<file path="config.mk">
export PLATFORM = sky130hd
export DESIGN_NAME = rsd_fifo
export DESIGN_NICKNAME = d
export VERILOG_FILES = /design/src/rtl/rolling_standard_deviation_macros.svh /design/src/rtl/rsd_pkg.sv /design/src/rtl/rsd_fifo.sv
export SDC_FILE = /design/constraint.sdc
export NUM_CORES = 1
export LEC_CHECK = 0
export BUFFER_PORTS_ARGS = -buffer_cell sky130_fd_sc_hd__buf_4
export CORE_AREA = 2 2 54 56
export DETAILED_ROUTE_END_ITERATION = 6
export DIE_AREA = 0 0 56 58
export HOLD_SLACK_MARGIN = 0.1
export PLACE_DENSITY = 0.57
export SYNTH_ARGS = -nofsm -noshare
export SYNTH_HDL_FRONTEND = slang
export SYNTH_SLANG_ARGS = --single-unit
</file>
<file path="constraint.sdc">
create_clock -name clock -period 3.2 [get_ports clock]
set_input_delay 0.64 -clock clock [delete_from_list [all_inputs] [get_ports clock]]
set_output_delay 0.64 -clock clock [all_outputs]
set_load 0.01 [all_outputs]
</file>
<file path="src/rtl/rolling_standard_deviation_macros.svh">
// ----------------------------------------------------------------------------
// rolling standard deviation assertion macros
// shared helpers for the concurrent checks in the rsd modules
// ----------------------------------------------------------------------------
`ifndef ROLLING_STANDARD_DEVIATION_MACROS_SVH
`define ROLLING_STANDARD_DEVIATION_MACROS_SVH

// same-cycle implication
`define RSD_ASSERT_IMPLIES(label, clk, rst, ante, cons, msg) \
   label: assert property (@(posedge clk) disable iff (rst) (ante) |-> (cons)) \
      else $error(msg);

// next-cycle implication
`define RSD_ASSERT_NEXT(label, clk, rst, ante, cons, msg) \
   label: assert property (@(posedge clk) disable iff (rst) (ante) |=> (cons)) \
      else $error(msg);

`endif

</file>
<file path="src/rtl/rsd_pkg.sv">
// ----------------------------------------------------------------------------
// rsd_pkg
// types, constants and width helpers for the rolling standard deviation block
// ----------------------------------------------------------------------------
package rsd_pkg;

   localparam int SAMPLE_W       = 24;
   localparam int STD_W          = 24;
   localparam int CSR_W          = 7;
   localparam int MAX_WINDOW_DEF = 64;
   localparam int QUEUE_DEPTH    = 2;

   localparam logic [CSR_W-1:0] WINDOW_LEN_RESET = 7'd20;

   typedef struct packed {
      logic signed [SAMPLE_W-1:0] sample;
      logic                       start_of_series;
   } req_type;

   typedef struct packed {
      logic [STD_W-1:0] std_dev;
      logic             window_full;
   } rsp_type;

   function automatic int len_width(input int max_window);
      return $clog2(max_window + 1);
   endfunction

   function automatic int addr_width(input int max_window);
      return (max_window > 1) ? $clog2(max_window) : 1;
   endfunction

   function automatic int sum_width(input int max_window);
      return len_width(max_window) + SAMPLE_W;
   endfunction

   function automatic int sumsq_width(input int max_window);
      return len_width(max_window) + 2 * SAMPLE_W - 2;
   endfunction

   function automatic int mid_width(input int max_window);
      return 1 + len_width(max_window) + sumsq_width(max_window) + sum_width(max_window);
   endfunction

   function automatic logic [SAMPLE_W-1:0] sample_mag(input logic signed [SAMPLE_W-1:0] v);
      logic [SAMPLE_W-1:0] u;
      u = v;
      return u[SAMPLE_W-1] ? SAMPLE_W'(~u + 1'b1) : u;
   endfunction

endpackage

</file>
<file path="src/rtl/rsd_fifo.sv">
// ----------------------------------------------------------------------------
// rsd_fifo
// short register queue, one word in and one word out per cycle; a push is refused while full and a pop while empty
// ----------------------------------------------------------------------------
module rsd_fifo #(
   parameter int WIDTH = 8,
   parameter int DEPTH = rsd_pkg::QUEUE_DEPTH
) (
   input  logic             clock,
   input  logic             reset,
   input  logic             push,
   input  logic [WIDTH-1:0] wdata,
   output logic             full,
   input  logic             pop,
   output logic [WIDTH-1:0] rdata,
   output logic             empty
);

   localparam int PTR_W = (DEPTH > 1) ? $clog2(DEPTH) : 1;
   localparam int CNT_W = $clog2(DEPTH + 1);

   logic [WIDTH-1:0] entry_ff [DEPTH];
   logic [PTR_W-1:0] wr_ptr_ff, wr_ptr_in;
   logic [PTR_W-1:0] rd_ptr_ff, rd_ptr_in;
   logic [CNT_W-1:0] count_ff, count_in;
   logic             push_ok;
   logic             pop_ok;

   assign full    = (count_ff == CNT_W'(DEPTH));
   assign empty   = (count_ff == '0);
   assign push_ok = push && !full;
   assign pop_ok  = pop && !empty;
   assign rdata   = entry_ff[rd_ptr_ff];

   always_comb begin
      wr_ptr_in = wr_ptr_ff;
      rd_ptr_in = rd_ptr_ff;
      count_in  = count_ff;
      if (push_ok) begin
         wr_ptr_in = (wr_ptr_ff == PTR_W'(DEPTH - 1)) ? '0 : wr_ptr_ff + 1'b1;
      end
      if (pop_ok) begin
         rd_ptr_in = (rd_ptr_ff == PTR_W'(DEPTH - 1)) ? '0 : rd_ptr_ff + 1'b1;
      end
      if (push_ok && !pop_ok) begin
         count_in = count_ff + 1'b1;
      end else if (pop_ok && !push_ok) begin
         count_in = count_ff - 1'b1;
      end
   end

   always_ff @(posedge clock) begin
      if (reset) begin
         wr_ptr_ff <= '0;
         rd_ptr_ff <= '0;
         count_ff  <= '0;
      end else begin
         wr_ptr_ff <= wr_ptr_in;
         rd_ptr_ff <= rd_ptr_in;
         count_ff  <= count_in;
      end
   end

   always_ff @(posedge clock) begin
      if (push_ok) begin
         entry_ff[wr_ptr_ff] <= wdata;
      end
   end

endmodule

</file>
---- After elaboration in Yosys (flattened, before gate mapping) ----
Memory sizes are Yosys's and may differ from the RTL's. A register that Yosys moved wholly into a read port is not among the register bits.
Index checks and enable logic that the tools add are counted.
storage, ports and cells
  RAM bits ................................ 16
  memories kept ........................... 1
  register bits after elaboration ......... 4
memories
  name      words  width  read ports  clocked after memory_dff  wr ports  RTL line        RTL
  entry_ff  2      8      1           1                         1         rsd_fifo.sv:22  logic [WIDTH-1:0] entry_ff [DEPTH];
cells by class
  reductions and logical operators ........ 10
  muxes and demuxes ....................... 8
  add/sub/neg operators ................... 4
  eq/ne operators ......................... 1
operators by type and width
  cell                                               count
  2-to-1 mux 1 bit                                   6
  logical AND 1 bit                                  4
  logical NOT 1 bit                                  4
  2-to-1 mux 2 bit                                   2
  adder 1 bit (second input constant)                2
  adder 2 x 1 -> 2 bit (second input constant)       1
  equality test 2 bit (second input constant)        1
  logical NOT 2 bit                                  1
  nonzero test 2 bit                                 1
  subtractor 2 x 1 -> 2 bit (second input constant)  1

---- Depth between registers and ports, before layout ----
  depth after elaboration ................. 7
  mapped depth ............................ 6
  gate-level depth less buffers ........... 6

---- Least setup slack after synthesis ----
Ideal clock, no wire load.
  path kind ............................... in2reg
  start ................................... in pop
  end ..................................... reg count_ff[1]
  stages .................................. 4
  arrival ................................. 1570 ps
  data required time ...................... 3130 ps
  slack ................................... 1560 ps
  setup time .............................. 70 ps
  cell sequence ........................... o21ai_0 > ha_1 > or3_1 > a21oi_1
between the ends
  cells in the longest elaborated chain, start to end .. 4
  elaborated cells on any way between the ends .. 6
  classes of those cells .................. mux: 1; reduce/logical: 5
ends and longest elaborated chain
  item                                                    RTL line        RTL
  start: declaration                                      rsd_fifo.sv:14  input logic pop,
  logical AND 1 bit *                                     rsd_fifo.sv:32  assign pop_ok = pop && !empty;
  logical NOT 1 bit                                       rsd_fifo.sv:45  if (push_ok && !pop_ok) begin
  logical AND 1 bit                                       rsd_fifo.sv:45
  2-to-1 mux 2 bit or nonzero test 2 bit (tied branches)  n/a
  end signal: assignment                                  rsd_fifo.sv:60  count_ff <= count_in;
  end: declaration                                        rsd_fifo.sv:25  logic [CNT_W-1:0] count_ff, count_in;
Mark *: on every way between the ends. The rest lies on a longest branch, timed or not.
A chain may end at the register's enable or synchronous reset.

==> impl_metrics.ini <==
[global_routing]
grt_max_degree = 13
track_usage_pct = 7.53
antenna_found_initial = 0
grt.overflow.total = 0
grt_pass1_vias = 465
grt_pass1_wl_um = 1830

[sta]
finalSetupTns_ns = 0
period_share_pct = 62.7
finalClockSkew_ns = 0.00210
slew_headroom_pct = 74.4
max_freq_ghz = 0.498
slew_violations = 0
rsz0062_at_grt = false
tightest_slew_ns = 0.384
setup_viol = 0
hold_viol_final = 0
period_needed_ns = 2.01

[clock_network]
clock_latency_ns = 0.29
post_cts_resized = 0
cts_buffers = 3
cts.reportedPaths.clkPinSlew_ns = 0.10
hold_buffers = 0
post_cts_buffers = 0
root_buffer = clkbuf_4
clock_path_buffers = 2
cts_tree = done
cts_sinks = 21
htreeDepth = 1

[worst_setup_path]
cp_cell_sequence = mux2_2, buf_4
cp_max_fo = 8
worst_path_max_delay_cell = dfxtp_1
critPathKind = flop to output pin
startpoint_type = flop
crit_arrival_ns = 1.37
worstPathRequired_ns = 2.56
path_buf_inv = 1
crit_family = flip-flops
max_stage_delay_ns = 0.55
crit_path_end_kind = output pin

[synth]
synth_top_family_by_area = multiplexers
syn-mean-instance-area_um2 = 15.9
synth_mux_area_share_pct = 11.4
synth_compound_area_share_pct = 3.15
synthXorXnorAreaFrac_pct = 3.31
ys_types = 13
yosysWarnings = 0
synthAdderAreaFrac_pct = 1.58
yosys.area_share.simple_pct = 5.84
syn_nets = 63
seq_area_frac_synth_pct = 73.2
ys_ff_latch = 21
netlist_instances = 50
syn_area_um2 = 793

[power_and_ir_drop]
p_sw_uw = 214
internal_power_uw = 529
ir_drop_mv = 0.455
swShare_pct = 28.8
pwr-share-clk_pct = 16.0
powerDensity_nw_per_um2 = 734
p_leak_uw = 0.000399
pwr-share-comb_pct = 32.5
seqPwrFrac_pct = 51.5

[placed_design]
dpl.hpwl_um = 866
io_buffers = 21
gp_congestion = 0.673

[floorplanning]
start_util_pct = 29.8
rows = 19
core-area_um2 = 2660
fp.dieH_um = 58
die-area_um2 = 3250
dieWidth_um = 56
io_pins = 22

[run]
drv_cap = 0

[drt]
drc = 0
wirelength_um = 1170
num_vias = 455
drt_iter0_drc = 6
wl_per_cell_um = 11.2
drtAntennaViolNets = 0
dr.pass1.iters = 2
routed_via_density = 4.33

[min_path]
hold_path_class = flop to flop

[cells_and_area]
drive_gt1_share_pct = 45.9
diodes = 0
final_nets = 88
areaGrowthSynthToFinish_pct = 27.6
post-route-util_pct = 38.0
fill_cells = 271

[status]
status = finished, final reports clean
final timing paths:
path / start / to / slack [ns] / cells after the start
worst max-delay path: flop / rdata[3] / 1.19 / 2
worst min-delay path: wr_ptr_ff / wr_ptr_ff / 0.50 / 2
worst max register to register: count_ff[1] / count_ff[1] / 1.62 / 5
worst min register to register: wr_ptr_ff / wr_ptr_ff / 0.50 / 2
synth_stat cells:
master,count,area (um2)
inv_1,2,7.51
mux2_2,8,90.1
o21ai_0,3,15.0
nor2b_2,1,8.76
xor2_1,3,26.3
edfxtp_1,16,480
or3_1,2,12.5
nor2_1,5,18.8
buf_2,1,5.00
and2_1,1,6.26
ha_1,1,12.5
dfxtp_1,5,100
a21oi_1,2,10.0
metrics by stage:
step / cells / total power, uW / worst slack, ns / hold WS, ns / instance area, um2
floorplan: 50 / 532 / 1.56 / 0.452 / 793
detailed placement: 101 / 634 / 1.41 / 0.480 / 985
global route: 105 / 791 / 1.11 / 0.496 / 1010
CTS: 105 / 759 / 1.14 / 0.497 / 1010
global placement: 101 / 634 / 1.45 / 0.464 / 985
finish: 105 / 743 / 1.19 / 0.499 / 1010
layout make-up:
| cell class | instances | area, um2 | share of cell area, % |
|---|---|---|---|
| Clock inverter | 1 | 5.00 | 0.494 |
| Inverter | 2 | 7.51 | 0.742 |
| Multi-Input combinational cell | 26 | 200 | 19.8 |
| Timing Repair Buffer | 21 | 158 | 15.6 |
| Tap cell | 31 | 38.8 | 3.83 |
| Clock buffer | 3 | 22.5 | 2.22 |
| Sequential cell | 21 | 581 | 57.4 |
cell families after synthesis:
group                      count (synthesis)
xor gates and xnor gates                   3
AOI/OAI and AO/OA                          5
DFF                                       21
and+or+nand+nor                            9
buffers and inverters                      3
muxes                                      8
adders and majority gates                  1
worst reg2reg max path, cell delays in order (launching register included):
cell	delay, ns
dfxtp_1	0.39
nor2b_2	0.22
nor2_1	0.08
ha_1	0.31
or3_1	0.38
a21oi_1	0.14
sequential cells by signal, indices dropped and copies added (netlist names), named ones only:
| name | flops |
|---|---|
| count_ff | 2 |
| entry_ff | 16 |
| rd_ptr_ff | 1 |
| wr_ptr_ff | 1 |
placed cells by master, fill, tap and decap left out:
master	instances
or3_1	2
a21oi_1	2
mux2_2	8
ha_1	1
inv_1	2
nor2_1	5
xor2_1	3
and2_1	1
edfxtp_1	16
clkbuf_4	3
o21ai_0	3
buf_4	21
dfxtp_1	5
nor2b_2	1
clkinv_2	1
power groups by stage:
stage	Sequential [uW]	Combinational [uW]	Clock (uW)
after CTS	384	246	129
after floorplan	371	161	0
final	383	241	119
after global routing	389	265	137
after global placement	391	243	0
after detailed placement	391	244	0
metal layers:
layer  vias up  part of all wire (%)  track usage [%]
met5         -                     0                0
met4         0                     0             2.04
met3         0                   8.7             4.69
met2        17                    49             12.8
met1       208                    42             7.89
li1        230                     -                -
No activity file was read; power rests on OpenSTA's default activity.
