**config.mk**
```make
export PLATFORM = sky130hd
export DESIGN_NAME = rsd_back
export DESIGN_NICKNAME = d
export VERILOG_FILES = /design/src/rtl/rsd_pkg.sv /design/src/rtl/rsd_back.sv
export VERILOG_INCLUDE_DIRS = /design/src /design/src/rtl
export SDC_FILE = /design/constraint.sdc
export NUM_CORES = 2
export LEC_CHECK = 0
export BUFFER_PORTS_ARGS = -buffer_cell sky130_fd_sc_hd__buf_2
export CORE_MARGIN = 1
export CORE_UTILIZATION = 59
export CTS_BUF_LIST = sky130_fd_sc_hd__clkbuf_8
export DETAILED_ROUTE_END_ITERATION = 8
export PLACE_DENSITY = 0.85
export SLEW_MARGIN = 20
export SYNTH_ARGS = -nofsm -noshare
export SYNTH_HDL_FRONTEND = slang
export SYNTH_SLANG_ARGS = --single-unit
```
**constraint.sdc**
```tcl
create_clock -name clock -period 16.5 [get_ports clock]
set_clock_uncertainty 0.1 [all_clocks]
set_input_delay 3.3 -clock clock [delete_from_list [all_inputs] [get_ports clock]]
set_output_delay 3.3 -clock clock [all_outputs]
set_load 0.02 [all_outputs]
```
**src/rtl/rolling_standard_deviation_macros.svh**
```systemverilog
// ----------------------------------------------------------------------------
// rolling standard deviation assertion macros
// shared helpers for the concurrent checks in the rsd modules
// ----------------------------------------------------------------------------
`ifndef ROLLING_STANDARD_DEVIATION_MACROS_SVH
`define ROLLING_STANDARD_DEVIATION_MACROS_SVH

// same-cycle implication
`define RSD_ASSERT_IMPLIES(label, clk, rst, ante, cons, msg) \
   label: assert property (@(posedge clk) disable iff (rst) (ante) |-> (cons)) \
      else $error(msg);

// next-cycle implication
`define RSD_ASSERT_NEXT(label, clk, rst, ante, cons, msg) \
   label: assert property (@(posedge clk) disable iff (rst) (ante) |=> (cons)) \
      else $error(msg);

`endif

```
**src/rtl/rsd_pkg.sv**
```systemverilog
// ----------------------------------------------------------------------------
// rsd_pkg
// types, constants and width helpers for the rolling standard deviation block
// ----------------------------------------------------------------------------
package rsd_pkg;

   localparam int SAMPLE_W       = 24;
   localparam int STD_W          = 24;
   localparam int CSR_W          = 7;
   localparam int MAX_WINDOW_DEF = 64;
   localparam int QUEUE_DEPTH    = 2;

   localparam logic [CSR_W-1:0] WINDOW_LEN_RESET = 7'd20;

   typedef struct packed {
      logic signed [SAMPLE_W-1:0] sample;
      logic                       start_of_series;
   } req_type;

   typedef struct packed {
      logic [STD_W-1:0] std_dev;
      logic             window_full;
   } rsp_type;

   function automatic int len_width(input int max_window);
      return $clog2(max_window + 1);
   endfunction

   function automatic int addr_width(input int max_window);
      return (max_window > 1) ? $clog2(max_window) : 1;
   endfunction

   function automatic int sum_width(input int max_window);
      return len_width(max_window) + SAMPLE_W;
   endfunction

   function automatic int sumsq_width(input int max_window);
      return len_width(max_window) + 2 * SAMPLE_W - 2;
   endfunction

   function automatic int mid_width(input int max_window);
      return 1 + len_width(max_window) + sumsq_width(max_window) + sum_width(max_window);
   endfunction

   function automatic logic [SAMPLE_W-1:0] sample_mag(input logic signed [SAMPLE_W-1:0] v);
      logic [SAMPLE_W-1:0] u;
      u = v;
      return u[SAMPLE_W-1] ? SAMPLE_W'(~u + 1'b1) : u;
   endfunction

endpackage

```
**src/rtl/rsd_back.sv**
```systemverilog
// ----------------------------------------------------------------------------
// rsd_back
// variance numerator, bit-serial square root and divide by the window length
// ----------------------------------------------------------------------------
`include "rolling_standard_deviation_macros.svh"

module rsd_back #(
   parameter int MAX_WINDOW = rsd_pkg::MAX_WINDOW_DEF
) (
   input  logic                                      clock,
   input  logic                                      reset,
   output logic                                      mid_pop,
   input  logic [rsd_pkg::mid_width(MAX_WINDOW)-1:0] mid_data,
   input  logic                                      mid_empty,
   output logic                                      out_push,
   output rsd_pkg::rsp_type                          out_data,
   input  logic                                      out_full
);

   localparam int STD_W = rsd_pkg::STD_W;
   localparam int LEN_W = rsd_pkg::len_width(MAX_WINDOW);
   localparam int SUM_W = rsd_pkg::sum_width(MAX_WINDOW);
   localparam int SQ_W  = rsd_pkg::sumsq_width(MAX_WINDOW);
   localparam int MID_W = rsd_pkg::mid_width(MAX_WINDOW);
   localparam int RT_W  = SUM_W - 1;
   localparam int D_W   = 2 * RT_W;
   localparam int REM_W = RT_W + 2;
   localparam int SH_W  = RT_W + 4;
   localparam int CNT_W = $clog2(RT_W + 1);

   localparam logic [2:0] ST_IDLE   = 3'd0;
   localparam logic [2:0] ST_MULT   = 3'd1;
   localparam logic [2:0] ST_SUBTR  = 3'd2;
   localparam logic [2:0] ST_ROOT   = 3'd3;
   localparam logic [2:0] ST_DIVIDE = 3'd4;
   localparam logic [2:0] ST_OUTPUT = 3'd5;

   logic [2:0]       state_ff, state_in;
   logic [LEN_W-1:0] n_ff, n_in;
   logic             full_ff, full_in;
   logic [RT_W-1:0]  mag_ff, mag_in;
   logic [D_W-1:0]   mcand_ff, mcand_in;
   logic [LEN_W-1:0] mplier_ff, mplier_in;
   logic [D_W-1:0]   acc_ff, acc_in;
   logic [D_W-1:0]   sq_ff, sq_in;
   logic [D_W-1:0]   rad_ff, rad_in;
   logic [REM_W-1:0] rem_ff, rem_in;
   logic [RT_W-1:0]  root_ff, root_in;
   logic [LEN_W-1:0] drem_ff, drem_in;
   logic [CNT_W-1:0] step_ff, step_in;

   logic [SUM_W-1:0] e_sum;
   logic [SQ_W-1:0]  e_sumsq;
   logic [LEN_W-1:0] e_n;
   logic             e_full;
   logic [SUM_W-1:0] e_mag;
   logic [D_W-1:0]   sq_prod;
   logic [SH_W-1:0]  rem_sh;
   logic [SH_W-1:0]  trial;
   logic [LEN_W:0]   dsh;
   logic [LEN_W:0]   n_ext;
   logic             last_step;

   assign e_sum   = mid_data[SUM_W-1:0];
   assign e_sumsq = mid_data[SUM_W +: SQ_W];
   assign e_n     = mid_data[SUM_W+SQ_W +: LEN_W];
   assign e_full  = mid_data[MID_W-1];
   assign e_mag   = e_sum[SUM_W-1] ? SUM_W'(~e_sum + 1'b1) : e_sum;

   assign sq_prod   = mag_ff * mag_ff;
   assign rem_sh    = {rem_ff, rad_ff[D_W-1 -: 2]};
   assign trial     = SH_W'({root_ff, 2'b01});
   assign dsh       = {drem_ff, root_ff[RT_W-1]};
   assign n_ext     = (LEN_W + 1)'(n_ff);
   assign last_step = (step_ff == CNT_W'(1));

   assign mid_pop  = (state_ff == ST_IDLE) && !mid_empty;
   assign out_push = (state_ff == ST_OUTPUT) && !out_full;

   always_comb begin
      out_data.std_dev     = full_ff ? root_ff[STD_W-1:0] : '0;
      out_data.window_full = full_ff;
   end

   always_comb begin
      state_in  = state_ff;
      n_in      = n_ff;
      full_in   = full_ff;
      mag_in    = mag_ff;
      mcand_in  = mcand_ff;
      mplier_in = mplier_ff;
      acc_in    = acc_ff;
      sq_in     = sq_ff;
      rad_in    = rad_ff;
      rem_in    = rem_ff;
      root_in   = root_ff;
      drem_in   = drem_ff;
      step_in   = step_ff;
      unique case (state_ff)
         ST_IDLE: begin
            if (mid_pop) begin
               n_in      = e_n;
               full_in   = e_full;
               mag_in    = RT_W'(e_mag);
               mcand_in  = D_W'(e_sumsq);
               mplier_in = e_n;
               acc_in    = '0;
               step_in   = CNT_W'(LEN_W);
               state_in  = e_full ? ST_MULT : ST_OUTPUT;
            end
         end
         ST_MULT: begin
            // n * sumsq by shift and add, sum squared alongside
            if (mplier_ff[0]) begin
               acc_in = acc_ff + mcand_ff;
            end
            mcand_in  = mcand_ff << 1;
            mplier_in = mplier_ff >> 1;
            sq_in     = sq_prod;
            step_in   = step_ff - 1'b1;
            if (last_step) begin
               state_in = ST_SUBTR;
            end
         end
         ST_SUBTR: begin
            rad_in   = (acc_ff >= sq_ff) ? acc_ff - sq_ff : '0;
            rem_in   = '0;
            root_in  = '0;
            step_in  = CNT_W'(RT_W);
            state_in = ST_ROOT;
         end
         ST_ROOT: begin
            if (rem_sh >= trial) begin
               rem_in  = REM_W'(rem_sh - trial);
               root_in = {root_ff[RT_W-2:0], 1'b1};
            end else begin
               rem_in  = REM_W'(rem_sh);
               root_in = {root_ff[RT_W-2:0], 1'b0};
            end
            rad_in  = rad_ff << 2;
            step_in = step_ff - 1'b1;
            if (last_step) begin
               drem_in  = '0;
               step_in  = CNT_W'(RT_W);
               state_in = ST_DIVIDE;
            end
         end
         ST_DIVIDE: begin
            // root over n, quotient shifts into the root register
            if (dsh >= n_ext) begin
               drem_in = LEN_W'(dsh - n_ext);
               root_in = {root_ff[RT_W-2:0], 1'b1};
            end else begin
               drem_in = LEN_W'(dsh);
               root_in = {root_ff[RT_W-2:0], 1'b0};
            end
            step_in = step_ff - 1'b1;
            if (last_step) begin
               state_in = ST_OUTPUT;
            end
         end
         ST_OUTPUT: begin
            if (out_push) begin
               state_in = ST_IDLE;
            end
         end
         default: begin
            state_in = ST_IDLE;
         end
      endcase
   end

   always_ff @(posedge clock) begin
      if (reset) begin
         state_ff <= ST_IDLE;
      end else begin
         state_ff <= state_in;
      end
   end

   always_ff @(posedge clock) begin
      n_ff      <= n_in;
      full_ff   <= full_in;
      mag_ff    <= mag_in;
      mcand_ff  <= mcand_in;
      mplier_ff <= mplier_in;
      acc_ff    <= acc_in;
      sq_ff     <= sq_in;
      rad_ff    <= rad_in;
      rem_ff    <= rem_in;
      root_ff   <= root_in;
      drem_ff   <= drem_in;
      step_ff   <= step_in;
   end

   `RSD_ASSERT_IMPLIES(a_arith_full, clock, reset, (state_ff == ST_MULT) || (state_ff == ST_ROOT) || (state_ff == ST_DIVIDE), full_ff, "arithmetic on a short window")
   `RSD_ASSERT_IMPLIES(a_root_rem, clock, reset, state_ff == ST_ROOT, rem_ff <= REM_W'({root_ff, 1'b0}), "root remainder out of range")
   `RSD_ASSERT_IMPLIES(a_div_rem, clock, reset, state_ff == ST_DIVIDE, drem_ff < n_ff, "divide remainder not below window length")

endmodule

```
# Word level (Yosys, flattened, before mapping)
# Cells that the tools add are included.
# W data, S select, Z words.
# op_classes
bitwise	1
multipliers	1
eq_ne	12
muxes	29
reduce_logical	17
order_cmp	3
addsub	6
# op_table
op	count
$pmux W60 S2	3
$mux W60	4
$pmux W30 S3	1
$pmux W32 S2	1
$add A60 B60 Y60	1
$ge A60 B60 Y1	1
$mul A30 B30 Y60	1
$sub A60 B60 Y60	1
$ge A34 B32 Y1	1
$mux W32	1
$sub A32 B32 Y32	1
$add A30 B1 Y30 const B	1
$mux W30	1
$not A30 Y30	1
$pmux W7 S2	2
$mux W24	1
$mux W7	3
$pmux W5 S4	1
$mux W3	6
$pmux W3 S6	1
$ne A2 B2 Y1 const B	6
$mux W5	2
$ge A8 B7 Y1	1
$reduce_and A2 Y1	4
other kinds (16)	23
# totals
wordCells	82
output_inout_bits	27
inputBits	96
ff_bits	362

# Depth between registers and ports, before layout
# depth
word_depth	4
mapped_depth	33

# Least setup slack after synthesis
# No wires, ideal clock.
# synth_path
kind	input to output
from	in mid_empty
to	out mid_pop
required_ps	13100
path_stages	1
setup_slack_ps	5586
arrival_ps	7514
path_cell_list	nor4_1
# synth_via
elab_chain_len	2
# synth_rtl
element	line_no	text
start: declaration	rsd_back.sv:14	input logic mid_empty,
$logic_not A1 Y1	rsd_back.sv:77	assign mid_pop = (state_ff == ST_IDLE) && !mid_empty;
$logic_and A1 B1 Y1	rsd_back.sv:77	
end: declaration	rsd_back.sv:12	output logic mid_pop,
# Every way passes these cells.

# Final worst setup path
# layout_path
from	reg mag_ff[15]
to	reg sq_ff[54], data pin
# layout_via
elab_chain_len	1
# layout_rtl
element	line_no	text
start: declaration	rsd_back.sv:41	logic [RT_W-1:0] mag_ff, mag_in;
start signal: assignment	rsd_back.sv:184	mag_ff <= mag_in;
$mul A30 B30 Y60	rsd_back.sv:70	assign sq_prod = mag_ff * mag_ff;
named net sq_prod[54]	rsd_back.sv:57	logic [D_W-1:0] sq_prod;
end signal: assignment	rsd_back.sv:188	sq_ff <= sq_in;
end: declaration	rsd_back.sv:45	logic [D_W-1:0] sq_ff, sq_in;
# The timed path passes the listed nets, and every way through them passes these cells.
# A chain may end at the register's enable or synchronous reset.

==> flow_metrics.env <==
export IMPL_status="finished clean"
export IMPL_antenna_found_initial=2
export IMPL_cp_arrival_ns=9.29
export IMPL_netlist_top_cells_area="fa_1, edfxtp_1, ha_1, inv_1, nand2_1"
export IMPL_port_buffers=122
export IMPL_cp_required_ns=16.87
export IMPL_yosysTopAreaCellShare=0.2840
export IMPL_cts_root_buf="clkbuf_8"
export IMPL_drt_total_wl_um=121500
export IMPL_synthAdderAreaFrac=0.3920
export IMPL_clk_latency_ns=0.72
export IMPL_synth_xor_area_share=0.04421
export IMPL_synth_compound_area_frac=0.1113
export IMPL_die_width_um=290.6
export IMPL_criticalPathCategory="reg2reg"
export IMPL_syn_instance_count=5247
export IMPL_post_cts_buffers=0
export IMPL_tns_ns=0
export IMPL_wl_met3_um=9389
export IMPL_synth_area_sq_um=49130
export IMPL_synth_top_family_by_area="adder cells"
export IMPL_ctsResizeCount=0
export IMPL_synth_largest_area_cell="fa_1"
export IMPL_topRoutingLayerUsed="met5"
export IMPL_grt_pass1_wl_um=196100
export IMPL_num_rows=105
export IMPL_synth_warnings=0
export IMPL_slew_viol_final=0
export IMPL_clockBufferDepth=3
export IMPL_grt_max_degree=99
export IMPL_met1Wirelength_um=45410
export IMPL_grt_usage=0.2920
export IMPL_synthFlopType="edfxtp_1"
export IMPL_synthDistinctLibCells=85
export IMPL_syn_area_per_cell_sq_um=9.364
export IMPL_synth_simple_area_share=0.1308
export IMPL_final_nets=6484
export IMPL_finalCritPeriodShare=0.5410
export IMPL_drc=0
export IMPL_worstSetupEndpointType="flip-flop"
export IMPL_drive_gt1_frac=0.05812
export IMPL_setup_violations_final=0
export IMPL_dpl_hpwl_um=93560
export IMPL_ys_ff_latch=361
export IMPL_tritoncts="yes"
export IMPL_synthToLayoutAreaGrowth_pct=5.572
export IMPL_critPathLaunchType="flip-flop"
export IMPL_gp_congestion=0.9529
export IMPL_placed_cell_area_sq_um=50630
export IMPL_critical_path_peak_fanout=14
export IMPL_fmax_ghz=0.1120
export IMPL_via_per_inst=5.805
export IMPL_cap_viol_max_count=0
export IMPL_numClockSinks=361
export IMPL_htreeDepth=3
export IMPL_grt_overflow_total=0
export IMPL_period_needed_ns=8.927
export IMPL_dieArea_sq_um=84430
export IMPL_core_area_sq_um=82240
export IMPL_start_util=0.5974
export IMPL_cts_buffers=68
export IMPL_synth_seq_area_share=0.2200
export IMPL_worstMarginPinSlew_ns=0.9396
export IMPL_synthArstFlopShare=0
export IMPL_antenna_left=0
export IMPL_firstDrtPassIters=6
export IMPL_syn_nets=6464
export IMPL_stdcell_area_sq_um=51870
export IMPL_cts_clk_slew_worst_paths_ns=0.07
export IMPL_die_height_um=290.6
export IMPL_postCtsHoldBufs=0
export IMPL_rsz0062_at_grt="false"
export IMPL_hp_class="reg2reg"
export IMPL_wire_per_inst_um=19.01
export IMPL_final_hold_viol_count=0
export IMPL_synth_mux_area_frac=0.002878
export IMPL_slew_limit_headroom=0.3736
export IMPL_via_count=37090
export IMPL_wl_met2_um=59180
export IMPL_drt_iter0_drc=3095
export IMPL_synth_edf_count=358
export IMPL_grt_pass1_vias=38570
export IMPL_ios=123
-- cells in the mapped netlist (all sizes together) (21+ instances only) --
| master | instances |
|---|---|
| nand2 | 580 |
| clkbuf | 195 |
| nand2b | 30 |
| xor2 | 85 |
| nor2b | 35 |
| nand3 | 41 |
| inv | 1069 |
| xnor2 | 163 |
| buf | 21 |
| and3 | 24 |
| o21a | 24 |
| a21o | 153 |
| fa | 697 |
| o21bai | 38 |
| nor3 | 37 |
| nor2 | 279 |
| a21oi | 257 |
| o31ai | 61 |
| and2 | 224 |
| o21ai | 168 |
| edfxtp | 358 |
| ha | 424 |
| nand4 | 59 |
| a31oi | 26 |
-- placed cells by master, fill, tap and decap left out, types with 10 or more instances in the layout --
| cell | count |
|---|---|
| xnor2_1 | 163 |
| edfxtp_1 | 358 |
| o21bai_1 | 38 |
| a21o_1 | 153 |
| ha_1 | 424 |
| and3_1 | 23 |
| nand2_1 | 579 |
| nand3_1 | 41 |
| inv_1 | 1087 |
| nor2b_1 | 35 |
| xor2_1 | 85 |
| o31ai_1 | 58 |
| nand4_1 | 59 |
| nor3_1 | 35 |
| buf_4 | 44 |
| nor2_1 | 276 |
| fa_1 | 697 |
| o211ai_1 | 11 |
| a211oi_1 | 20 |
| a21oi_1 | 254 |
| nand2b_1 | 29 |
| or2_2 | 11 |
| buf_2 | 122 |
| a21boi_0 | 10 |
| clkbuf_8 | 69 |
| a31oi_1 | 26 |
| clkinv_1 | 15 |
| and2_1 | 222 |
| o21a_1 | 24 |
| o21ai_0 | 151 |
| o21ai_1 | 14 |
| mux2i_1 | 13 |
-- registers in the layout (all words and copies together), names as in the netlist --
| name | cells |
|---|---|
| drem_ff | 7 |
| sq_ff | 59 |
| mcand_ff | 60 |
| mag_ff | 30 |
| n_ff | 7 |
| root_ff | 30 |
| step_ff | 5 |
| rad_ff | 60 |
| acc_ff | 60 |
| mplier_ff | 7 |
| full_ff | 1 |
| rem_ff | 32 |
| state_ff | 3 |
-- cell type report --
cell class | instances | area, sq um
multi-input cells | 3600 | 33520
fillers | 6400 | 30370
flip-flops and latches | 361 | 10810
inverters | 1070 | 4019
well taps | 1070 | 1339
clock buffers | 69 | 949.7
repair buffers | 166 | 940.9
clock inverters | 51 | 281.5
diodes | 2 | 5.005
-- cell families after synthesis --
logic type	Yosys count
compound gates	846
xor+xnor	248
simple gates	1371
fa+ha+maj	1121
mux	14
flops	361
buf+inv	1286
-- critical path: stages (launching register included) --
cell,delay [ns]
edfxtp_1,0.75
buf_4,0.36
inv_1,0.22
nor2_1,0.29
fa_1,0.50
fa_1,0.50
fa_1,0.52
inv_1,0.05
fa_1,0.47
inv_1,0.05
fa_1,0.49
fa_1,0.46
fa_1,0.52
inv_1,0.05
fa_1,0.47
inv_1,0.05
ha_1,0.36
a21oi_1,0.25
o21ai_0,0.14
a21oi_1,0.14
nor2_1,0.07
o21ai_1,0.36
o21ai_1,0.23
a221oi_1,0.62
o31ai_2,0.15
o22ai_1,0.24
o31ai_1,0.12
xor2_1,0.16
-- final timing paths --
path	from	end	slack, ns	cells after the start
setup / recovery	mag_ff[15]$_DFFE_PP_	sq_ff[54]$_DFFE_PP_	7.57	27
hold / removal	rad_ff[3]$_DFFE_PN_	rad_ff[5]$_DFFE_PN_	0.41	2
setup reg to reg	mag_ff[15]$_DFFE_PP_	sq_ff[54]$_DFFE_PP_	7.57	27
hold reg to reg	rad_ff[3]$_DFFE_PN_	rad_ff[5]$_DFFE_PN_	0.41	2
-- routing by layer --
layer,vias up,track usage
met5,-,0
met4,2,0.1613
met3,481,0.05200
met2,1594,0.4896
met1,18150,0.3579
li1,16870,-
-- metrics by stage --
step	hold WS (ns)	instances	setup slack [ns]	utilization
final	0.4130	6389	7.573	0.6307
after global routing	0.4324	6388	7.184	0.6307
after CTS	0.4159	6387	7.685	0.6306
after detailed placement	0.4006	6267	7.684	0.6157
after global placement	0.3898	6267	7.920	0.6157
after floorplan	0.3675	5247	5.586	-
Power is left out: the tool's default activity adds up to more than one toggle a clock period on the data nets, which glitch-free logic cannot reach.
